### config.mk
export PLATFORM = sky130hd
export DESIGN_NAME = trnr_ram
export DESIGN_NICKNAME = d
export VERILOG_FILES = /design/src/rtl/trnr_ram.sv
export SDC_FILE = /design/constraint.sdc
export NUM_CORES = 1
export LEC_CHECK = 0
export ABC_CLOCK_PERIOD_IN_PS = 5900
export BUFFER_PORTS_ARGS = -buffer_cell sky130_fd_sc_hd__buf_2
export CORE_UTILIZATION = 50
export CTS_BUF_LIST = sky130_fd_sc_hd__clkbuf_8
export DETAILED_ROUTE_END_ITERATION = 6
export HOLD_SLACK_MARGIN = 0.05
export PLACE_DENSITY = 0.66
export SYNTH_ARGS = -nofsm -noshare
export SYNTH_HDL_FRONTEND = slang
export SYNTH_SLANG_ARGS = --single-unit
### constraint.sdc
create_clock -name clk -period 5.9 [get_ports clk]
set_input_delay 1.18 -clock clk [delete_from_list [all_inputs] [get_ports clk]]
set_output_delay 1.18 -clock clk [all_outputs]
set_load 0.05 [all_outputs]
### src/rtl/trnr_ram.sv
`default_nettype none
// ----------------------------------------------------------------------------
// trnr_ram
// Simple dual-port RAM, one write and one registered read per cycle.
// ----------------------------------------------------------------------------
module trnr_ram #(
	parameter int DEPTH = 64,
	parameter int WIDTH = 8
) (
	input  wire logic                     clk,
	input  wire logic                     we,
	input  wire logic [$clog2(DEPTH)-1:0] waddr,
	input  wire logic [WIDTH-1:0]         wdata,
	input  wire logic [$clog2(DEPTH)-1:0] raddr,
	output logic      [WIDTH-1:0]         rdata
);

	logic [WIDTH-1:0] mem [DEPTH];

	always_ff @(posedge clk) begin
		if (we) begin
			mem[waddr] <= wdata;
		end
		rdata <= mem[raddr];
	end

endmodule
`default_nettype wire

==> results of run 1 <==
-- power by group --
part	internal, mW	total [mW]	leakage (nW)	switching, mW
Combinational	0.135	0.387	1.47	0.252
Sequential	4.09	4.10	4.67	0.0122
Clock	1.41	2.76	0.847	1.35
Total	5.64	7.26	6.99	1.62
-- cell families after synthesis --
group	Yosys count
compound gates	54
buf+inv	51
flops	520
mux	162
simple gates	153
-- synth_stat cells --
| cell | n | area share, % |
|---|---|---|
| edfxtp_1 | 512 | 76 |
| mux4_2 | 126 | 14 |
| nor2_1 | 83 | 1.5 |
| mux2i_1 | 23 | 1.1 |
| nand2_1 | 19 | 0.35 |
| clkbuf_1 | 17 | 0.32 |
| nor2b_1 | 14 | 0.43 |
| buf_4 | 13 | 0.48 |
| mux2_2 | 13 | 0.73 |
| nand3_1 | 13 | 0.32 |
| buf_2 | 11 | 0.27 |
| dfxtp_1 | 8 | 0.79 |
| o221ai_1 | 8 | 0.35 |
| o22ai_1 | 8 | 0.25 |
| nand2b_1 | 7 | 0.22 |
| nor3_1 | 7 | 0.17 |
| a221oi_1 | 6 | 0.26 |
| a211oi_1 | 4 | 0.15 |
| buf_1 | 4 | 0.074 |
| buf_6 | 4 | 0.22 |
| a21oi_1 | 3 | 0.074 |
| a22oi_1 | 3 | 0.11 |
| nand3b_1 | 3 | 0.11 |
| o2111ai_1 | 3 | 0.13 |
| o2bb2ai_1 | 3 | 0.13 |
| a2111oi_0 | 2 | 0.087 |
| buf_12 | 2 | 0.20 |
| nand4_1 | 2 | 0.062 |
| nor4_1 | 2 | 0.062 |
| o21a_1 | 2 | 0.074 |
| o21ai_0 | 2 | 0.050 |
| o21ai_1 | 2 | 0.050 |
| o221a_2 | 2 | 0.11 |
| o32ai_1 | 2 | 0.087 |
| o41ai_1 | 2 | 0.087 |
| a31oi_1 | 1 | 0.031 |
| and2_1 | 1 | 0.031 |
| nand4b_1 | 1 | 0.043 |
| o311ai_1 | 1 | 0.043 |
| or3_1 | 1 | 0.031 |
-- registers in the layout (all words and copies together) (netlist names) --
register and cells:
mem 512, rdata 8
-- cell type report --
class	count	area, sq um
flip-flops and latches	520	15500
repair buffers	44	272
fillers	2961	17500
diodes	3	7.51
well taps	525	657
multi-input cells	369	4320
clock buffers	88	1210
clock inverters	55	254
-- tightest hold or removal path, stage by stage (launching register included) --
cell	delay (ps)
edfxtp_1	310
mux2i_1	70
a22oi_1	160
a221oi_1	100
o2bb2ai_1	170
-- stage by stage --
stage          worst slack (ps)  hold slack, ps
3_5_place_dp               1900             809
6_report                   2610             814
2_1_floorplan              3050             718
4_1_cts                    2570             820
5_1_grt                    2450             858
3_3_place_gp               1910             797
-- metal layers --
metal,up-vias,GRT usage [%]
li1,4093,-
met5,-,0
met1,5143,32.4
met3,83,4.30
met2,411,33.8
met4,2,9.45
-- how the worst max path moves through the flow --
stage | startpoint | endpoint | slack [ps] | depth (start not counted)
after CTS | raddr[0] | rdata[4] | 2570 | 7
after floorplan | raddr[1] | rdata[3] | 3050 | 7
after global placement | raddr[0] | rdata[4] | 1910 | 7
final | raddr[0] | rdata[4] | 2610 | 7
after global routing | raddr[0] | rdata[6] | 2450 | 7
after detailed placement | raddr[0] | rdata[4] | 1900 | 7
==> impl_results.md, run 1 <==
* Status: complete, no violations
* Reg2reg path depth at 4
* Peak VDD IR at ~150 uV
* Area delta synth->final at 10.3%
* #FFs+latches synth at 520
* Setup Buffers After CTS at 0
* Clk buf depth at 3
* Final-report hold violation count at 0
* Die height at roughly 200 um
* Seq/Total Area, Yosys at 77.0%
* Routed length on met1 at ~19000 um
* Final setup viols at 0
* Post-Syn Nets at about 960
* Most common cell after layout, fill and taps aside: edfxtp_1
* Layout net count at ~1000
* HPWL after DPL at between 20000 and 30000 um
* Worst Tran Pin Value at 1210 ps
* Slew HR at approximately a fifth
* Non-Filler Instances at 1604
* GP Congestion at roughly 0.81
* Post-layout util at between 50% and 60%
* Yosys cell types at 40
* Worst setup path class: in2reg
* Drt drc at 0
* Antenna viol nets, final at 0
* Synth Area in Adders at 0%
* WL met2 at roughly 21000 um
* Layout cells sized above 1 at between 20% and 30%
* Number of global-route vias before repair at roughly 9900
* RSZ-0062 raised after global routing: no
* Clk sink count at 520
* Highest metal used: met5
* Largest net degree at the start of global routing at 65
* Worst Path Required at 6400 ps
* # IOs at 30
* Final Max Slew Viols at 0
* # rows at 73
* Final min period at approximately 3300 ps
* GRT overflow at 0
* Initial antenna violation count at 4
* CP Launch Type: input port
* Routed length on met3 at 3150 um
* Buf/Inv on CP at 2
* DRT iter0 DRCs at just over 1000
* Achievable frequency at a little over 300 MHz
* Compound-Gate Fraction of Synth Area at under 10%
* First-pass GRT wire length at 65700 um
* Die X at 203 um
* CTS clock-pin slew for the worst setup and hold paths at approximately 60 ps
* Placed cell areas at 0.0208 sq mm
* Final period util at 55.7%
* Largest family of logic cells by synthesized area: multiplexers
* Worst setup EP type: register
* Post-Synth XOR/XNOR Area at 0%
* Hold WC Path Type: reg2reg
* Origin of the worst min-delay path: mem[34][2]
* Crit path largest cell delay at 580 ps
* DRT Pass-1 Iters at 5
* TritonCTS clock tree: yes
* Final instance area at roughly 0.022 sq mm
* Setup TNS at 0 ps
* Root Driver: clkbuf_8
* Worst hold endpoint: rdata[2]
* Total Wirelength at roughly 44000 um
* Critical-path cell list: clkbuf_8, buf_4, mux4_2, mux2_2, o221a_2, nor3_1, o32ai_1
* Mapped cell area at 0.0202 sq mm
* Gr usage total at 22.4%
* Simple-gate share of the synthesized area at 3.39%
* Total Power at about 7.3 mW
* Setup slack, reg-to-reg at roughly 3800 ps
* Worst-skew pair later-pin latency at ~630 ps
* Max-cap viol count at 0
* Full die area at slightly above 0.04 sq mm
* Port bufs at 29
* Hold depth at 4
* Largest delay share family, worst path: buffers and inverters
* Drt wl/cell at 27.7 um
* Initial Util at 50.8%
* # hold bufs at CTS at 0
* CP arrival at approximately 3800 ps
* RR Startpoint: mem[3][3]
* Pwr Density at ~330 mW/mm^2
* Ys Warns at 0
* Via/cell ratio at 6.07
* Quantity of gates resized following cts at 0
* Mean area per synthesized cell at approximately 21 sq um
* CTS H-Tree Depth at 3
* Most frequent cells in the layout: 512 x edfxtp_1, 126 x mux4_2, 89 x clkbuf_8
* Synth Instances at between 900 and 1000
* CP max FO at between 60 and 70
* Total number of vias at between 9000 and 10000
* Mux cell area share after synthesis at ~16%
* FF-to-FF End: rdata[3]
* Leakage power at around 7.0 nW
* Clock Skew at 36.0 ps
* Slowest CP cell: clkbuf_8
* Std-Cell Core Area at around 0.04 sq mm
* Cts bufs inserted at between 80 and 90
* Dpl cells at 1458
Power figures use the tool's default switching activity.
==> run 2: changes to the inputs <==
Settings changed: ABC_AREA set to 1, ABC_CLOCK_PERIOD_IN_PS 5900 to 2700, PLACE_DENSITY 0.66 to 0.68.
Clock period 5.9 ns to 2.7 ns, I/O delays scaled along.
==> run 2 against run 1 <==
Utilization rose by 0.51 points. First-iteration DRC count rose by 72%. Power rose by 120%. Via count rose by 46%. Flip-flop and latch count did not move. Register-to-register slack got worse by 2600 ps. Non-clock buffer count rose by 96. Clock power rose by 110%. Die area rose by 5.8%. Critical endpoint unchanged. Largest power group unchanged.
==> impl_results.md, run 2 <==
* Setup Buffers After CTS at 0 (unchanged)
* RSZ-0062 raised after global routing: no (unchanged)
* Final setup viols at 0 (unchanged)
* Achievable frequency at between 500 and 600 MHz
* Number of global-route vias before repair at 13900 (was 9893)
* Antenna viol nets, final at 0 (unchanged)
* Gr usage total at 25.2% (was 22.4%)
* Largest delay share family, worst path: simple AND/OR/NAND/NOR gates (was buffers and inverters)
* Worst Tran Pin Value at 743 ps (was 1210 ps)
* DRT iter0 DRCs at 1773 (was 1031)
* Yosys cell types at 16 (was 40)
* Layout cells sized above 1 at 12.1% (was 26.6%)
* Clk sink count at 520 (unchanged)
* Hold WC Path Type: in2reg (was reg2reg)
* Synth area leader: edfxtp_1 (unchanged)
* CP Launch Type: input port (unchanged)
* First-pass GRT wire length at 82400 um (was 65700 um)
* Slew HR at 50.4% (was 19.2%)
* Area delta synth->final at 11.3% (was 10.3%)
* Cts bufs inserted at 82 (unchanged)
* Buf/Inv on CP at 3 (was 2)
* Status: complete, no violations (unchanged)
* Worst Path Required at 3260 ps (was 6400 ps)
* GRT overflow at 0 (unchanged)
* Std-Cell Core Area at 0.0420 sq mm (was 0.0397 sq mm)
* Final period util at between 70% and 80%
* # IOs at 30 (unchanged)
* TritonCTS clock tree: yes (unchanged)
* Root Driver: clkbuf_8 (unchanged)
* Post-layout util at 56.5% (was 56.0%)
* Ys async rst share at 0% (unchanged)
* Worst setup EP type: register (unchanged)
* Drt wl/cell at 21.4 um (was 27.7 um)
* Slowest CP cell: buf_12 (was clkbuf_8)
* Post-Syn Nets at 1827 (was 962)
* CP max FO at 73 (was 62)
* EDFF count, synth at 512 (unchanged)
* Total number of vias at 14200 (was 9732)
* Layout net count at 1938 (was 1039)
* # rows at 75 (was 73)
* Pwr Density at 672 mW/mm^2 (was 326 mW/mm^2)
* Largest reg by FF count: mem (unchanged)
* Final Max Slew Viols at 0 (unchanged)
* Full die area at 0.0435 sq mm (was 0.0411 sq mm)
* Port bufs at 29 (unchanged)
* Max-cap viol count at 0 (unchanged)
* Top Registers: mem (512), rdata (8) (unchanged)
* Die X at 209 um (was 203 um)
* Drt drc at 0 (unchanged)
* Area contributors post-synth: edfxtp_1 72%, nand2_1 11%, nand3_1 10% (was edfxtp_1 76%, mux4_2 14%, nor2_1 1.5%)
* Worst-skew pair later-pin latency at 630 ps (about the same)
* Clock Skew at 19.4 ps (was 36.0 ps)
* # hold bufs at CTS at 0 (unchanged)
* Critical-path cell list: buf_6, inv_6, buf_12, nand2_1, nand3_1, nand3_1, nand2_1, nand2_1, nand3_1, nand3_1, nand2_1 (was clkbuf_8, buf_4, mux4_2, mux2_2, o221a_2, nor3_1, o32ai_1)
* Ys flop type: edfxtp_1 (unchanged)
* Area share of the largest cell type after synthesis at 72.0% (was 76.2%)
* Initial Util at 50.8% (about the same)
* Final-report hold violation count at 0 (unchanged)
* Via/cell ratio at 5.67 (was 6.07)
* Most frequent cells in the layout: 648 x nand2_1, 512 x edfxtp_1, 439 x nand3_1 (was 512 x edfxtp_1, 126 x mux4_2, 89 x clkbuf_8)
* HPWL after DPL at 31300 um (was 25700 um)
* Die height at 209 um (was 203 um)
* GP Congestion at 0.873 (was 0.813)
* Max reg flops at 512 (unchanged)
* Synth Instances at 1805 (was 940)
* Mapped cell area at 0.0213 sq mm (was 0.0202 sq mm)
* Count leader, synth: nand2_1 (was edfxtp_1)
* Clk buf depth at 3 (unchanged)
* Ant diodes at 0 (was 3)
* Peak VDD IR at 362 uV (was 150 uV)
* CTS H-Tree Depth at 3 (unchanged)
* CP arrival at 2450 ps (was 3790 ps)
* DRT Pass-1 Iters at 5 (unchanged)
* Worst setup path class: in2reg (unchanged)
* Total Wirelength at 53900 um (was 44500 um)
* Setup TNS at 0 ps (unchanged)
* Crit path largest cell delay at 330 ps (was 580 ps)
* Most common cell after layout, fill and taps aside: nand2_1 (was edfxtp_1)
* Largest net degree at the start of global routing at 118 (was 65)
* CTS clock-pin slew for the worst setup and hold paths at 60 ps (about the same)
* List of most frequent post-synthesis cells: 648 x nand2_1, 512 x edfxtp_1, 439 x nand3_1 (was 512 x edfxtp_1, 126 x mux4_2, 83 x nor2_1)
* Initial antenna violation count at 1 (was 4)
* Leakage power at 8.84 nW (was 6.99 nW)
* Mean area per synthesized cell at 11.8 sq um (was 21.5 sq um)
* Final min period at 1890 ps
* #FFs+latches synth at 520 (unchanged)
* Ys Warns at 0 (unchanged)
* Seq/Total Area, Yosys at 72.8% (was 77.0%)
* Quantity of gates resized following cts at 0 (unchanged)
* Number of fillers in the final layout at 3480 (was 2961)
[run 2: cell count changes after synthesis, moves of 8 or more]
cell | previous run | this run
nand2_1 | 19 | 648
mux2_2 | 13 | 0
buf_6 | 4 | 35
nor2_1 | 83 | 56
nor2b_1 | 14 | 0
inv_1 | 0 | 10
buf_2 | 11 | 37
mux2i_1 | 23 | 0
nand3_1 | 13 | 439
mux4_2 | 126 | 0
o22ai_1 | 8 | 0
o221ai_1 | 8 | 0
[run 2: final cells by class]
cell class                      instances  area (sq um)  area share [%]
Clock buffer                           86          1180            4.98
Clock inverter                         57           230           0.969
Inverter                               12          52.6           0.221
Multi-Input combinational cell       1160          4950            20.8
Sequential cell                       520         15500            65.4
Tap cell                              539           674            2.84
Timing Repair Buffer                  140          1140            4.79
[run 2: final timing paths]
| path | from | endpoint | slack (ps) | depth (start not counted) |
|---|---|---|---|---|
| worst max-delay path | raddr[0] | rdata[4] | 810 | 11 |
| worst min-delay path | raddr[5] | rdata[1] | 310 | 3 |
| worst max register to register | mem[30][6] | rdata[6] | 1240 | 8 |
| worst min register to register | mem[52][6] | rdata[6] | 800 | 8 |
[run 2: kinds of logic after synthesis]
family	count (synthesis)	synth area share, %
AND/OR/NAND/NOR	1160	23.2
buffers and inverters	125	4.02
flip-flops	520	72.8
[run 2: metal layers]
metal	share of wire, %	GRT usage, %
met1	41	34.7
met2	46	38.7
met3	10	5.92
met4	3.3	10.9
met5	0.024	0.111
[run 2: stage by stage]
stage | hold slack [ps] | power [mW] | cells | area [sq um] | worst slack [ps]
after floorplan | 639 | 9.80 | 1805 | 21300 | 394
after global placement | 786 | 10.2 | 2371 | 22300 | 272
after detailed placement | 782 | 10.2 | 2371 | 22300 | 257
after CTS | 254 | 16.0 | 2514 | 23800 | 864
after global routing | 288 | 16.5 | 2514 | 23800 | 702
final | 309 | 16.0 | 2514 | 23800 | 809
[run 2: power breakdown]
part           internal, mW  total, mW  switching (mW)
Clock                  2.92       5.88            2.96
Sequential             8.94       8.96          0.0206
Combinational         0.280       1.13           0.848
Total                  12.1       16.0            3.83
[run 2: worst reg2reg max path, stage by stage (launching register included)]
cell      delay [ps]
edfxtp_1         370
nand2_1           80
nand3_1           80
nand3_1          130
nand2_1          120
nand2_1           90
nand3_1          120
nand3_1          280
nand2_1           90
==> run 3: changes to the inputs <==
Settings changed: ABC_AREA 1 to 0, ABC_CLOCK_PERIOD_IN_PS 2700 to 1800, PLACE_DENSITY 0.68 to 0.66.
Clock period 2.7 ns to 1.8 ns, I/O delays scaled along.
==> run 3 against run 2 <==
The run now ends with setup timing left. Power increased by 50%. Via count decreased by 29%. Wire length decreased by 16%. Non-clock buffer count increased by 70. Largest power group unchanged.
==> impl_results.md, run 3 (same netlist as run 1, synthesis figures left out) <==
* Layout cells sized above 1 at 38.1% (was 12.1%)
* Worst setup path class: reg2reg (was in2reg)
* Initial Util at 50.8% (about the same)
* Dpl cells at 1626 (was 2371)
* Most common cell after layout, fill and taps aside: edfxtp_1 (was nand2_1)
* Hold WC Path Type: in2reg (unchanged)
* CP max FO at 1 (was 73)
* Root Driver: clkbuf_8 (unchanged)
* CTS clock-pin slew for the worst setup and hold paths at 60 ps (about the same)
* Number of fillers in the final layout at 2849 (was 3480)
* Achievable frequency at between 500 and 600 MHz
* Failing checks: setup timing
* Total number of vias at 10100 (was 14200)
* Register Area at 0.0155 sq mm (unchanged)
* RSZ-0062 raised after global routing: yes (was no)
* CTS H-Tree Depth at 3 (unchanged)
* Area of the multi-input gates at 0.00445 sq mm (was 0.00495 sq mm)
* GRT overflow at 0 (unchanged)
* Largest net degree at the start of global routing at 65 (was 118)
* Area delta synth->final at 18.1% (was 11.3%)
* Initial antenna violation count at 0 (was 1)
* Ant diodes at 0 (unchanged)
* Non-Filler Instances at 1764 (was 2514)
* # IOs at 30 (unchanged)
* Pwr Density at 1010 mW/mm^2 (was 672 mW/mm^2)
* DRT iter0 DRCs at 855 (was 1773)
* Clk buf depth at 3 (unchanged)
* Cts bufs inserted at 82 (unchanged)
* Worst setup EP type: register (unchanged)
* Number of global-route vias before repair at 10500 (was 13900)
* Layout net count at 1205 (was 1938)
* Final-report hold violation count at 0 (unchanged)
* Max reg flops at 512 (unchanged)
* Max-cap viol count at 0 (unchanged)
* Drt wl/cell at 25.8 um (was 21.4 um)
* TritonCTS clock tree: yes (unchanged)
* Die height at 203 um (was 209 um)
* Final setup viols at 2 (was 0)
* DRT Pass-1 Iters at 5 (unchanged)
* Top Registers: mem (512), rdata (8) (unchanged)
* Final min period at approximately 1800 ps
* Post-layout util at 59.9% (was 56.5%)
* Drt drc at 0 (unchanged)
* Antenna viol nets, final at 0 (unchanged)
* Std-Cell Core Area at 0.0397 sq mm (was 0.0420 sq mm)
* CP arrival at 2330 ps (was 2450 ps)
* Port bufs at 29 (unchanged)
* Full die area at 0.0411 sq mm (was 0.0435 sq mm)
* Leakage power at 7.90 nW (was 8.84 nW)
* Final Max Slew Viols at 0 (unchanged)
* GP Congestion at 0.814 (was 0.873)
* First-pass GRT wire length at 67800 um (was 82400 um)
* CP Launch Type: register (was input port)
* Gr usage total at 23.0% (was 25.2%)
* # hold bufs at CTS at 0 (unchanged)
* Worst-skew pair later-pin latency at 630 ps (about the same)
* Clk sink count at 520 (unchanged)
* Worst Tran Pin Value at 726 ps (was 743 ps)
* Worst Path Required at 2310 ps (was 3260 ps)
* Final setup margin at -20.4 ps (was 809 ps)
* Setup Buffers After CTS at 0 (unchanged)
* # rows at 73 (was 75)
* Total Wirelength at 45400 um (was 53900 um)
* Peak VDD IR at 694 uV (was 362 uV)
* Status: finished, violations left (was complete, no violations)
* Most frequent cells in the layout: 512 x edfxtp_1, 166 x buf_4, 126 x mux4_2 (was 648 x nand2_1, 512 x edfxtp_1, 439 x nand3_1)
* Slew HR at 51.6% (was 50.4%)
* Clock Skew at 27.5 ps (was 19.4 ps)
* Largest reg by FF count: mem (unchanged)
* Final period util at 101%
* Via/cell ratio at 5.73 (was 5.67)
* HPWL after DPL at 29200 um (was 31300 um)
* Die X at 203 um (was 209 um)
[run 3: worst paths after layout]
check / start / end / slack (ps) / depth (start not counted)
min: wdata[5] / mem[39][5] / 140 / 1
max reg2reg: mem[9][2] / rdata[2] / -20 / 5
max: mem[9][2] / rdata[2] / -20 / 5
min reg2reg: mem[30][6] / rdata[6] / 830 / 3
[run 3: worst max-delay path, cell delays in order (launching register included)]
cell and delay (ps):
edfxtp_1 370, mux4_2 500, mux4_2 500, nor2_1 100, nor3_1 90, o2bb2ai_1 150
[run 3: final cells by class]
cell class / instances / share of cell area [%]
Sequential cell: 520 / 65.2
Multi-Input combinational cell: 369 / 18.7
Timing Repair Buffer: 210 / 7.27
Clock buffer: 85 / 4.91
Tap cell: 525 / 2.76
Clock inverter: 55 / 1.17
[run 3: through the flow]
stage / setup slack, ps / setup TNS [ps] / hold WS (ps) / power (mW) / cell area [sq um]
after CTS: -33.7 / -113 / 95.7 / 24.2 / 23800
after global placement: -649 / -4360 / 761 / 15.2 / 22300
final: -20.4 / -22.3 / 137 / 24.0 / 23800
after floorplan: -108 / -3450 / 459 / 14.5 / 20300
after global routing: -83.3 / -321 / 126 / 24.8 / 23800
after detailed placement: -643 / -4420 / 774 / 15.2 / 22300
[run 3: per-layer routing]
layer	up-vias	global-route usage [%]	share of wire [%]	routed length [um]
met5	-	0	0	0
met4	0	8.81	2.7	1220
met3	81	4.16	6.8	3100
met2	389	36.3	49	22200
met1	5232	32.4	42	18900
li1	4410	-	-	-
[run 3: where the power goes]
group          switching (mW)  total (mW)  internal, mW
Clock                    4.39        9.03          4.64
Sequential             0.0429        13.4          13.4
Combinational           0.895        1.53         0.632
[run 3: what timing repair did]
item / CTS / global route
setup endpoints to repair: 8 / 8
gates resized for setup: 13 / 5
pin swaps: 2 / 3
