**config.mk**
```make
export PLATFORM = sky130hd
export DESIGN_NAME = trnr_ctrl_flat
export DESIGN_NICKNAME = d
export VERILOG_FILES = /design/src/rtl/trnr_pkg.sv /design/src/rtl/trnr_if.sv /design/src/rtl/trnr_ctrl.sv /design/src/flat_wrapper.sv
export SDC_FILE = /design/constraint.sdc
export NUM_CORES = 1
export LEC_CHECK = 0
export ABC_AREA = 1
export ABC_CLOCK_PERIOD_IN_PS = 10500
export BUFFER_PORTS_ARGS = -buffer_cell sky130_fd_sc_hd__buf_2
export CORE_UTILIZATION = 45
export DETAILED_ROUTE_END_ITERATION = 16
export GPL_ROUTABILITY_DRIVEN = 0
export SYNTH_ARGS = -nofsm -noshare
export SYNTH_HDL_FRONTEND = slang
export SYNTH_SLANG_ARGS = --single-unit
```
**constraint.sdc**
```tcl
create_clock -name clk -period 10.5 [get_ports clk]
set_clock_uncertainty 0.05 [all_clocks]
set_input_delay 0 -clock clk [delete_from_list [all_inputs] [get_ports clk]]
set_output_delay 0 -clock clk [all_outputs]
set_load 0.005 [all_outputs]
```
**src/rtl/trnr_pkg.sv**
```systemverilog
`default_nettype none
// ----------------------------------------------------------------------------
// trnr_pkg
// Shared types and codes of the tristate net resolver.
// ----------------------------------------------------------------------------
package trnr_pkg;

	localparam int PIN_W  = 8;
	localparam int NODE_W = 6;
	localparam int CNT_W  = 9;

	typedef enum logic [2:0] {
		ACT_WRITE   = 3'd0,
		ACT_STEP    = 3'd1,
		ACT_READ    = 3'd2,
		ACT_MAP     = 3'd3,
		ACT_DEFAULT = 3'd4,
		ACT_INIT    = 3'd5
	} action_t;

	typedef enum logic [1:0] {
		KIND_READ   = 2'd0,
		KIND_CHANGE = 2'd1,
		KIND_STABLE = 2'd2
	} kind_t;

	localparam logic [1:0] LV_FALSE = 2'd0;
	localparam logic [1:0] LV_UNDEF = 2'd2;
	localparam logic [1:0] LV_ERROR = 2'd3;

	typedef struct packed {
		logic [NODE_W-1:0] node;
		logic [1:0]        level;
		logic              driving;
	} pin_rec_t;

	typedef struct packed {
		logic [1:0]       dflt;
		logic [1:0]       pend;
		logic [1:0]       settled;
		logic             dirty;
		logic [CNT_W-1:0] cnt;
		logic [PIN_W-1:0] drv_xor;
	} node_rec_t;

endpackage
`default_nettype wire

```
**src/rtl/trnr_if.sv**
```systemverilog
`default_nettype none
// ----------------------------------------------------------------------------
// trnr_if
// Request and response channels of the tristate net resolver.
// ----------------------------------------------------------------------------
interface trnr_req_if;
	logic       valid;
	logic       ready;
	logic [2:0] action;
	logic [7:0] pin;
	logic [5:0] node;
	logic [1:0] level;

	modport source (output valid, action, pin, node, level, input ready);
	modport sink (input valid, action, pin, node, level, output ready);
endinterface

interface trnr_rsp_if;
	logic       valid;
	logic       ready;
	logic [1:0] kind;
	logic [5:0] node_id;
	logic [1:0] node_level;
	logic       changed_before;
	logic       last;

	modport source (output valid, kind, node_id, node_level, changed_before, last,
		input ready);
	modport sink (input valid, kind, node_id, node_level, changed_before, last,
		output ready);
endinterface
`default_nettype wire

```
**src/rtl/trnr_ctrl.sv**
```systemverilog
`default_nettype none
// ----------------------------------------------------------------------------
// trnr_ctrl
// Sequencer: read-modify-write of pin and node records, dirty queue, step end.
// ----------------------------------------------------------------------------
module trnr_ctrl #(
	parameter int PIN_COUNT = 256,
	parameter int NUM_NODES = 64,
	parameter int TIME_BITS = 32
) (
	input  wire logic clk,
	input  wire logic arst_n,
	trnr_req_if.sink   req,
	trnr_rsp_if.source rsp,
	output logic                                pin_we,
	output logic [$clog2(PIN_COUNT)-1:0]        pin_waddr,
	output logic [$bits(trnr_pkg::pin_rec_t)-1:0] pin_wdata,
	output logic [$clog2(PIN_COUNT)-1:0]        pin_raddr,
	input  wire logic [$bits(trnr_pkg::pin_rec_t)-1:0] pin_rdata,
	output logic                                node_we,
	output logic [$clog2(NUM_NODES)-1:0]        node_waddr,
	output logic [$bits(trnr_pkg::node_rec_t)+TIME_BITS-1:0] node_wdata,
	output logic [$clog2(NUM_NODES)-1:0]        node_raddr,
	input  wire logic [$bits(trnr_pkg::node_rec_t)+TIME_BITS-1:0] node_rdata
);

	localparam int PW    = $clog2(PIN_COUNT);
	localparam int NW    = $clog2(NUM_NODES);
	localparam int RW    = $bits(trnr_pkg::node_rec_t);
	localparam int CLR_N = (PIN_COUNT > NUM_NODES) ? PIN_COUNT : NUM_NODES;
	localparam int CW    = $clog2(CLR_N);

	typedef enum logic [3:0] {
		S_CLEAR, S_IDLE, S_PIN_W, S_PIN_D, S_NODE_W, S_NODE_D, S_MAP_W, S_MAP_D,
		S_STEP, S_STEP_Q, S_STEP_NW, S_STEP_ND, S_STEP_PW, S_STEP_PD, S_STEP_FIN
	} state_t;

	state_t                   state_q;
	logic [CW-1:0]            clr_q;
	logic [2:0]               act_q;
	logic [trnr_pkg::PIN_W-1:0]  pin_q;
	logic [trnr_pkg::NODE_W-1:0] nd_q;
	logic [1:0]               lv_q;
	logic                     pin_ok_q;
	trnr_pkg::pin_rec_t       pin_rec_q;
	logic [TIME_BITS-1:0]     sim_time_q;
	logic [NW:0]              dcnt_q;
	logic [NW:0]              idx_q;
	logic [trnr_pkg::NODE_W-1:0] n_q;
	logic                     hold_v_q;
	logic [trnr_pkg::NODE_W-1:0] hold_id_q;
	logic [1:0]               hold_lv_q;

	logic                     ov_q;
	logic [1:0]               okind_q;
	logic [5:0]               oid_q;
	logic [1:0]               olv_q;
	logic                     och_q;
	logic                     olast_q;

	logic                     pin_we_q, node_we_q;
	logic [PW-1:0]            pin_waddr_q, pin_raddr_q;
	trnr_pkg::pin_rec_t       pin_wdata_q;
	logic [NW-1:0]            node_waddr_q, node_raddr_q;
	logic [RW+TIME_BITS-1:0]  node_wdata_q;

	logic [trnr_pkg::NODE_W-1:0] dq [NUM_NODES];
	logic                     dq_we_q;
	logic [NW-1:0]            dq_waddr_q;
	logic [trnr_pkg::NODE_W-1:0] dq_wdata_q;
	logic [trnr_pkg::NODE_W-1:0] qrd_q;

	trnr_pkg::pin_rec_t       pin_rd, pin_upd;
	trnr_pkg::node_rec_t      node_rd, node_upd, node_add, node_res;
	logic [TIME_BITS-1:0]     node_time, time_upd, time_res;
	logic [1:0]               res_lv;
	logic                     changed;
	logic                     out_free;
	logic                     req_pin_ok, req_nd_ok;

	assign pin_rd    = trnr_pkg::pin_rec_t'(pin_rdata);
	assign node_rd   = trnr_pkg::node_rec_t'(node_rdata[RW-1:0]);
	assign node_time = node_rdata[RW+TIME_BITS-1:RW];
	assign out_free  = !ov_q || rsp.ready;
	assign req_pin_ok = int'(req.pin) < PIN_COUNT;
	assign req_nd_ok  = int'(req.node) < NUM_NODES;

	// record updates for the single-item actions
	always_comb begin
		pin_upd  = pin_rec_q;
		node_upd = node_rd;
		time_upd = node_time;
		unique case (act_q)
			trnr_pkg::ACT_WRITE: begin
				pin_upd.level = lv_q;
				node_upd.dirty = 1'b1;
				if (lv_q == trnr_pkg::LV_UNDEF) begin
					if (pin_rec_q.driving) begin
						pin_upd.driving = 1'b0;
						if (node_rd.cnt != '0) begin
							node_upd.cnt = node_rd.cnt - 1'b1;
						end
						node_upd.drv_xor = node_rd.drv_xor ^ pin_q;
					end
				end else begin
					node_upd.pend = lv_q;
					if (!pin_rec_q.driving) begin
						pin_upd.driving = 1'b1;
						node_upd.cnt = node_rd.cnt + 1'b1;
						node_upd.drv_xor = node_rd.drv_xor ^ pin_q;
					end
				end
			end
			trnr_pkg::ACT_INIT: begin
				pin_upd.level    = lv_q;
				node_upd.pend    = lv_q;
				node_upd.settled = lv_q;
				time_upd         = sim_time_q;
			end
			trnr_pkg::ACT_DEFAULT: begin
				node_upd.dflt = lv_q;
			end
			trnr_pkg::ACT_MAP: begin
				pin_upd.node = nd_q;
				if (node_rd.cnt != '0) begin
					node_upd.cnt = node_rd.cnt - 1'b1;
				end
				node_upd.drv_xor = node_rd.drv_xor ^ pin_q;
			end
			default: begin
			end
		endcase
	end

	always_comb begin
		node_add = node_rd;
		node_add.cnt = node_rd.cnt + 1'b1;
		node_add.drv_xor = node_rd.drv_xor ^ pin_q;
	end

	// step-end resolution of one node
	always_comb begin
		if (node_rd.cnt == '0) begin
			res_lv = node_rd.dflt;
		end else if (node_rd.cnt == trnr_pkg::CNT_W'(1)) begin
			res_lv = (int'(node_rd.drv_xor) < PIN_COUNT) ? pin_rd.level : trnr_pkg::LV_ERROR;
		end else begin
			res_lv = trnr_pkg::LV_ERROR;
		end
		changed  = node_rd.settled != res_lv;
		node_res = node_rd;
		node_res.pend  = res_lv;
		node_res.dirty = 1'b0;
		node_res.settled = res_lv;
		time_res = changed ? sim_time_q : node_time;
	end

	assign req.ready = state_q == S_IDLE;

	assign rsp.valid          = ov_q;
	assign rsp.kind           = okind_q;
	assign rsp.node_id        = oid_q;
	assign rsp.node_level     = olv_q;
	assign rsp.changed_before = och_q;
	assign rsp.last           = olast_q;

	assign pin_we     = pin_we_q;
	assign pin_waddr  = pin_waddr_q;
	assign pin_wdata  = pin_wdata_q;
	assign pin_raddr  = pin_raddr_q;
	assign node_we    = node_we_q;
	assign node_waddr = node_waddr_q;
	assign node_wdata = node_wdata_q;
	assign node_raddr = node_raddr_q;

	always_ff @(posedge clk) begin
		if (dq_we_q) begin
			dq[dq_waddr_q] <= dq_wdata_q;
		end
		qrd_q <= dq[idx_q[NW-1:0]];
	end

	always_ff @(posedge clk or negedge arst_n) begin
		if (!arst_n) begin
			state_q    <= S_CLEAR;
			clr_q      <= '0;
			sim_time_q <= TIME_BITS'(1);
			dcnt_q     <= '0;
			idx_q      <= '0;
			hold_v_q   <= 1'b0;
			ov_q       <= 1'b0;
			pin_we_q   <= 1'b0;
			node_we_q  <= 1'b0;
			dq_we_q    <= 1'b0;
		end else begin
			pin_we_q  <= 1'b0;
			node_we_q <= 1'b0;
			dq_we_q   <= 1'b0;
			if (rsp.ready) begin
				ov_q <= 1'b0;
			end
			unique case (state_q)
				S_CLEAR: begin
					pin_we_q    <= int'(clr_q) < PIN_COUNT;
					pin_waddr_q <= PW'(clr_q);
					pin_wdata_q <= '{node: '0, level: trnr_pkg::LV_UNDEF, driving: 1'b0};
					node_we_q    <= int'(clr_q) < NUM_NODES;
					node_waddr_q <= NW'(clr_q);
					node_wdata_q <= {TIME_BITS'(0), trnr_pkg::LV_UNDEF,
						trnr_pkg::LV_FALSE, trnr_pkg::LV_FALSE, 1'b0,
						trnr_pkg::CNT_W'(0), trnr_pkg::PIN_W'(0)};
					if (clr_q == CW'(CLR_N - 1)) begin
						state_q <= S_IDLE;
					end else begin
						clr_q <= clr_q + 1'b1;
					end
				end
				S_IDLE: begin
					if (req.valid) begin
						act_q       <= req.action;
						pin_q       <= req.pin;
						nd_q        <= req.node;
						lv_q        <= req.level;
						pin_ok_q    <= req_pin_ok;
						pin_raddr_q <= PW'(req.pin);
						node_raddr_q <= NW'(req.node);
						idx_q       <= '0;
						priority case (req.action)
							trnr_pkg::ACT_READ:    state_q <= S_PIN_W;
							trnr_pkg::ACT_WRITE,
							trnr_pkg::ACT_INIT:    if (req_pin_ok) state_q <= S_PIN_W;
							trnr_pkg::ACT_MAP:     if (req_pin_ok && req_nd_ok) state_q <= S_PIN_W;
							trnr_pkg::ACT_DEFAULT: if (req_nd_ok) state_q <= S_NODE_W;
							trnr_pkg::ACT_STEP:    state_q <= S_STEP;
							default:               state_q <= S_IDLE;
						endcase
					end
				end
				S_PIN_W: state_q <= S_PIN_D;
				S_PIN_D: begin
					pin_rec_q    <= pin_rd;
					node_raddr_q <= NW'(pin_rd.node);
					state_q      <= S_NODE_W;
				end
				S_NODE_W: state_q <= S_NODE_D;
				S_NODE_D: begin
					unique case (act_q)
						trnr_pkg::ACT_READ: begin
							if (out_free) begin
								ov_q    <= 1'b1;
								okind_q <= trnr_pkg::KIND_READ;
								oid_q   <= pin_ok_q ? pin_rec_q.node : '0;
								olv_q   <= pin_ok_q ? node_rd.settled : trnr_pkg::LV_UNDEF;
								och_q   <= pin_ok_q && (node_time == sim_time_q - 1'b1);
								olast_q <= 1'b1;
								state_q <= S_IDLE;
							end
						end
						trnr_pkg::ACT_WRITE, trnr_pkg::ACT_INIT: begin
							pin_we_q     <= 1'b1;
							pin_waddr_q  <= PW'(pin_q);
							pin_wdata_q  <= pin_upd;
							node_we_q    <= 1'b1;
							node_waddr_q <= NW'(pin_rec_q.node);
							node_wdata_q <= {time_upd, node_upd};
							if (act_q == trnr_pkg::ACT_WRITE && !node_rd.dirty) begin
								dq_we_q    <= 1'b1;
								dq_waddr_q <= NW'(dcnt_q);
								dq_wdata_q <= pin_rec_q.node;
								dcnt_q     <= dcnt_q + 1'b1;
							end
							state_q <= S_IDLE;
						end
						trnr_pkg::ACT_DEFAULT: begin
							node_we_q    <= 1'b1;
							node_waddr_q <= NW'(nd_q);
							node_wdata_q <= {time_upd, node_upd};
							state_q      <= S_IDLE;
						end
						trnr_pkg::ACT_MAP: begin
							pin_we_q    <= 1'b1;
							pin_waddr_q <= PW'(pin_q);
							pin_wdata_q <= pin_upd;
							if (pin_rec_q.driving && pin_rec_q.node != nd_q) begin
								// drop from old node, then fetch the new one
								node_we_q    <= 1'b1;
								node_waddr_q <= NW'(pin_rec_q.node);
								node_wdata_q <= {time_upd, node_upd};
								node_raddr_q <= NW'(nd_q);
								state_q      <= S_MAP_W;
							end else begin
								state_q <= S_IDLE;
							end
						end
						default: state_q <= S_IDLE;
					endcase
				end
				S_MAP_W: state_q <= S_MAP_D;
				S_MAP_D: begin
					node_we_q    <= 1'b1;
					node_waddr_q <= NW'(nd_q);
					node_wdata_q <= {node_time, node_add};
					state_q      <= S_IDLE;
				end
				S_STEP: begin
					state_q <= (idx_q == dcnt_q) ? S_STEP_FIN : S_STEP_Q;
				end
				S_STEP_Q: begin
					n_q          <= qrd_q;
					node_raddr_q <= NW'(qrd_q);
					state_q      <= S_STEP_NW;
				end
				S_STEP_NW: state_q <= S_STEP_ND;
				S_STEP_ND: begin
					pin_raddr_q <= PW'(node_rd.drv_xor);
					state_q     <= S_STEP_PW;
				end
				S_STEP_PW: state_q <= S_STEP_PD;
				S_STEP_PD: begin
					if (!(changed && hold_v_q && !out_free)) begin
						node_we_q    <= 1'b1;
						node_waddr_q <= NW'(n_q);
						node_wdata_q <= {time_res, node_res};
						if (changed) begin
							// a change is held back until the next one shows it was not last
							if (hold_v_q) begin
								ov_q    <= 1'b1;
								okind_q <= trnr_pkg::KIND_CHANGE;
								oid_q   <= hold_id_q;
								olv_q   <= hold_lv_q;
								och_q   <= 1'b0;
								olast_q <= 1'b0;
							end
							hold_v_q  <= 1'b1;
							hold_id_q <= n_q;
							hold_lv_q <= res_lv;
						end
						idx_q   <= idx_q + 1'b1;
						state_q <= S_STEP;
					end
				end
				S_STEP_FIN: begin
					if (out_free) begin
						ov_q    <= 1'b1;
						okind_q <= hold_v_q ? trnr_pkg::KIND_CHANGE : trnr_pkg::KIND_STABLE;
						oid_q   <= hold_v_q ? hold_id_q : '0;
						olv_q   <= hold_v_q ? hold_lv_q : trnr_pkg::LV_FALSE;
						och_q   <= 1'b0;
						olast_q <= 1'b1;
						hold_v_q   <= 1'b0;
						dcnt_q     <= '0;
						idx_q      <= '0;
						sim_time_q <= sim_time_q + 1'b1;
						state_q    <= S_IDLE;
					end
				end
				default: state_q <= S_IDLE;
			endcase
		end
	end

endmodule
`default_nettype wire

```
**src/flat_wrapper.sv**
```systemverilog
// flat-port wrapper written by rule: the top's interface ports become plain ports
module trnr_ctrl_flat 
#(
	parameter int PIN_COUNT = 256,
	parameter int NUM_NODES = 64,
	parameter int TIME_BITS = 32
)
  (clk, arst_n, pin_we, pin_waddr, pin_wdata, pin_raddr, pin_rdata, node_we, node_waddr, node_wdata, node_raddr, node_rdata, req_valid, req_action, req_pin, req_node, req_level, req_ready, rsp_valid, rsp_kind, rsp_node_id, rsp_node_level, rsp_changed_before, rsp_last, rsp_ready);
  trnr_req_if req_i ();
  trnr_rsp_if rsp_i ();
  input  wire logic clk;
  input  wire logic arst_n;
  output logic pin_we;
  output logic [$clog2(PIN_COUNT)-1:0] pin_waddr;
  output logic [$bits(trnr_pkg::pin_rec_t)-1:0] pin_wdata;
  output logic [$clog2(PIN_COUNT)-1:0] pin_raddr;
  input  wire logic [$bits(trnr_pkg::pin_rec_t)-1:0] pin_rdata;
  output logic node_we;
  output logic [$clog2(NUM_NODES)-1:0] node_waddr;
  output logic [$bits(trnr_pkg::node_rec_t)+TIME_BITS-1:0] node_wdata;
  output logic [$clog2(NUM_NODES)-1:0] node_raddr;
  input  wire logic [$bits(trnr_pkg::node_rec_t)+TIME_BITS-1:0] node_rdata;
  input wire logic [$bits(req_i.valid)-1:0] req_valid;
  input wire logic [$bits(req_i.action)-1:0] req_action;
  input wire logic [$bits(req_i.pin)-1:0] req_pin;
  input wire logic [$bits(req_i.node)-1:0] req_node;
  input wire logic [$bits(req_i.level)-1:0] req_level;
  output wire logic [$bits(req_i.ready)-1:0] req_ready;
  output wire logic [$bits(rsp_i.valid)-1:0] rsp_valid;
  output wire logic [$bits(rsp_i.kind)-1:0] rsp_kind;
  output wire logic [$bits(rsp_i.node_id)-1:0] rsp_node_id;
  output wire logic [$bits(rsp_i.node_level)-1:0] rsp_node_level;
  output wire logic [$bits(rsp_i.changed_before)-1:0] rsp_changed_before;
  output wire logic [$bits(rsp_i.last)-1:0] rsp_last;
  input wire logic [$bits(rsp_i.ready)-1:0] rsp_ready;
  assign req_i.valid = req_valid;
  assign req_i.action = req_action;
  assign req_i.pin = req_pin;
  assign req_i.node = req_node;
  assign req_i.level = req_level;
  assign req_ready = req_i.ready;
  assign rsp_valid = rsp_i.valid;
  assign rsp_kind = rsp_i.kind;
  assign rsp_node_id = rsp_i.node_id;
  assign rsp_node_level = rsp_i.node_level;
  assign rsp_changed_before = rsp_i.changed_before;
  assign rsp_last = rsp_i.last;
  assign rsp_i.ready = rsp_ready;
  trnr_ctrl #(.PIN_COUNT(PIN_COUNT), .NUM_NODES(NUM_NODES), .TIME_BITS(TIME_BITS)) u_core (.clk(clk), .arst_n(arst_n), .req(req_i), .rsp(rsp_i), .pin_we(pin_we), .pin_waddr(pin_waddr), .pin_wdata(pin_wdata), .pin_raddr(pin_raddr), .pin_rdata(pin_rdata), .node_we(node_we), .node_waddr(node_waddr), .node_wdata(node_wdata), .node_raddr(node_raddr), .node_rdata(node_rdata));
endmodule
```
==> impl_metrics.csv <==
group,metric,value,unit
synthesis,avgSynthCellArea,10.8,sq um
route,viasPerCell,5.62,
power,powerDensity,151,mW/mm^2
sta,slew_viol_final,0,
critical_path,critical_path_class,"flop to flop",
power,power_frac_clock,44.8,%
synthesis,netlist_area,0.0283,sq mm
die,die_area,0.0639,sq mm
critical_path,worstPathArrival,3.87,ns
sta,tns,0,ns
layout,finalNonFillerCells,3752,
sta,hold_violations,1,
cts,cts.path.max_buffers,3,
die,die_h,253,um
critical_path,max_stage_delay,0.86,ns
route,wl_per_cell,20.8,um
cts,clk_latency,0.61,ns
route,drc_errors,0,
sta,fin_crit_sh,35.2,%
status,violations,"hold timing",
placed_design,post-dp-hpwl,50200,um
die,num_rows,91,
critical_path,crit_path_end_kind,"flop",
sta,maxSlewHeadroom,14.4,%
grt,globalRouteOverflowTotal,0,
critical_path,startpoint_type,"flop",
synthesis,yosys.cell_types.count,70,
power,power.share.sequential,52.8,%
power,comb_power_share,2.3,%
sta,worst_slack,6.80,ns
sta,tightestPinTransition,1.27,ns
cts,cts_max_level,3,
grt,grt_pass1_wl,119000,um
sta,fin_crit,3.70,ns
sta,finalSetupViolations,0,
route,num_vias,21102,
placed_design,numPortBuffers,196,
synthesis,yosys_most_used_dff,"edfxtp_1",
synthesis,syn_nets,2709,
critical_path,crit_top_cell,"nand2_1",
power,p_int,0.00395,W
critical_path,cp_cell_sequence,"nand2_1 -> inv_1 -> nand2_1 -> clkinv_1 -> nand2_4 -> nand2_1 -> nor2_1",
synthesis,synth_edf_count,543,
power,ir_worst_vdd,0.111,mV
cts,clk_pin_slew,0.06,ns
die,die_w,253,um
placed_design,dpl_cell_area,0.0299,sq mm
layout,area_growth,16.2,%
sta,whs,-0.0119,ns
sta,rsz0062_at_grt,"false",
route,wl,78000,um
layout,layout.nets,2956,
critical_path,cp_slowest_cell,"clkinv_1",
grt,grt_antenna_before_repair,1,
power,switching_share,20.7,%
critical_path,path_max_fanout,25,
synthesis,synth-async-reset-ratio,10.3,%
cts,root_buffer,"clkbuf_16",
route,firstDrtPassIters,5,
cts,clock-sinks,612,
power,p_leak,12.4,nW
synthesis,syn_inst,2613,
layout,fin_area,0.0329,sq mm
grt,grt_pass1_vias,20440,
die,io_pins,197,
cts,cts_tree,"built",
cts,numCtsBuffers,68,
status,status,"complete, but fails checks",
synthesis,ys_seq_area_share,63.6,%
worst_hold_path,hold_path.class,"input pin to asynchronous set/reset pin",
run,maxCapViolations,0,
layout,drive_above_1_share,14.9,%
placed_design,place_inst,3536,
sta,clock.fmax,270,MHz
synthesis,ys_warn_count,0,
placed_design,dp_slack,6.84,ns
route,drt_iter0_markers,1696,
critical_path,required,10.67,ns
grt,grt_start_max_net_pins,89,
route,antenna_left,0,
grt,grt_usage,24.3,%
die,core_area,0.0619,sq mm
synthesis,ys_ff_latch,612,
die,start_util,45.7,%
power,switchingPower,0.00103,W
cts,cts.repair.resized,0,
cts,post_cts.repair.setup_buffers,0,
stage by stage:
step,power (W),utilization [%]
2_1_floorplan,0.00272,-
3_3_place_gp,0.00277,48.3
3_5_place_dp,0.00277,48.3
4_1_cts,0.00503,53.1
5_1_grt,0.00513,53.1
6_report,0.00498,53.1
cells by family after synthesis:
family,Yosys count,share of synthesized area (%)
xor+xnor,92,3.10
simple gates,1011,15.8
flops,612,63.6
compound gates,565,12.4
fa+ha+maj,8,0.353
buf+inv,325,4.78
worst max-delay path, delay by kind of cell (launching register included):
family	cells	cell delay (ns)
AND/OR/NAND/NOR	5	1.85
buffers and inverters	2	0.97
flip-flops	1	0.42
placed cells by master (no fill, tap or decap), drive strengths merged, types with 4 or more instances in the layout:
cell         synthesis  routed
a21oi               49      49
a221oi               7       7
a22oi               18      18
a31oi                5       5
buf                 30     218
clkbuf             102      84
clkinv               9      42
dfrtp               62      62
dfxtp                6       6
dlygate4sd3          0      91
edfxtp             543     543
ha                   8       8
inv                184     187
nand2              367     367
nand3              112     112
nand3b               4       4
nand4               40      40
nor2               426     426
nor3                45      45
nor4                 8       8
o2111ai              9       9
o211ai              47      47
o21ai              288     288
o221ai              37      37
o22ai               79      79
o2bb2ai              8       8
o31ai                4       4
or2                  5       5
xnor2               19      19
xor2                69      69
power groups by stage:
stage / clock network [W] / logic, W / registers (W)
4_1_cts: 0.00228 / 0.000116 / 0.00263
6_report: 0.00223 / 0.000117 / 0.00263
2_1_floorplan: 0 / 0.0000381 / 0.00268
3_5_place_dp: 0 / 0.0000897 / 0.00268
5_1_grt: 0.00237 / 0.000128 / 0.00263
3_3_place_gp: 0 / 0.0000893 / 0.00268
worst paths after layout:
| path | cells past startpoint | slack, ns | startpoint | end |
|---|---|---|---|---|
| setup / recovery | 7 | 6.80 | u_core.state_q[3] | u_core.rsp.node_id[2] |
| hold / removal | 2 | -0.01 | arst_n | u_core.node_we |
| setup reg to reg | 7 | 6.80 | u_core.state_q[3] | u_core.rsp.node_id[2] |
| hold reg to reg | 0 | 0.39 | u_core.n_q[5] | u_core.hold_id_q[5] |
| max in group asynchronous | 2 | 9.66 | arst_n | u_core.idx_q[0] |
| min in group clk | 2 | 0.07 | req_level[0] | u_core.lv_q[0] |
flip-flops by register name, indices dropped and copies added, names as in the netlist, 7 cells and up:
| register | flops |
|---|---|
| u_core.dq | 384 |
| u_core.node_wdata | 56 |
| u_core.sim_time_q | 32 |
| u_core.pin_rec_q | 9 |
| u_core.pin_wdata | 9 |
| u_core.clr_q | 8 |
| u_core.pin_q | 8 |
| u_core.pin_raddr | 8 |
| u_core.pin_waddr | 8 |
| u_core.dcnt_q | 7 |
| u_core.idx_q | 7 |
synth_stat cells (18+ instances only):
library cell / number / share of area (%)
nand2_1: 333 / 4.4
xnor2_1: 19 / 0.59
nor2_1: 410 / 5.4
clkbuf_1: 101 / 1.3
o211ai_1: 28 / 0.74
inv_1: 172 / 2.3
nor3_1: 41 / 0.72
nand2_2: 26 / 0.57
o21ai_1: 20 / 0.35
edfxtp_1: 543 / 58
o221ai_1: 37 / 1.1
o211ai_2: 19 / 0.84
dfrtp_1: 62 / 5.5
a22oi_1: 18 / 0.48
nand3_1: 107 / 1.9
a21oi_1: 48 / 0.85
nand4_1: 37 / 0.82
xor2_1: 67 / 2.1
o22ai_1: 79 / 1.7
o21ai_0: 261 / 4.6
routing by layer:
| metal | GRT usage (%) | vias up | share of wire [%] |
|---|---|---|---|
| met4 | 8.62 | 0 | 3.1 |
| met1 | 32.7 | 10211 | 41 |
| met2 | 39.6 | 929 | 48 |
| met3 | 4.22 | 156 | 7.9 |
| met5 | 0 | - | 0 |
| li1 | - | 9806 | - |
final cells by class:
class	instances	area [sq um]
well taps	837	1050
clock buffers	84	1790
inverters	193	742
repair buffers	309	2060
fillers	5493	29000
clock inverters	40	277
flip-flops and latches	612	18000
multi-input cells	1676	8980
diodes	1	2.50
timing repair:
item / CTS / global route
hold endpoints to repair: 179 / 0
hold buffers: 91 / 0
setup endpoints to repair: 0 / 0
(Power assumes the default switching activity.)
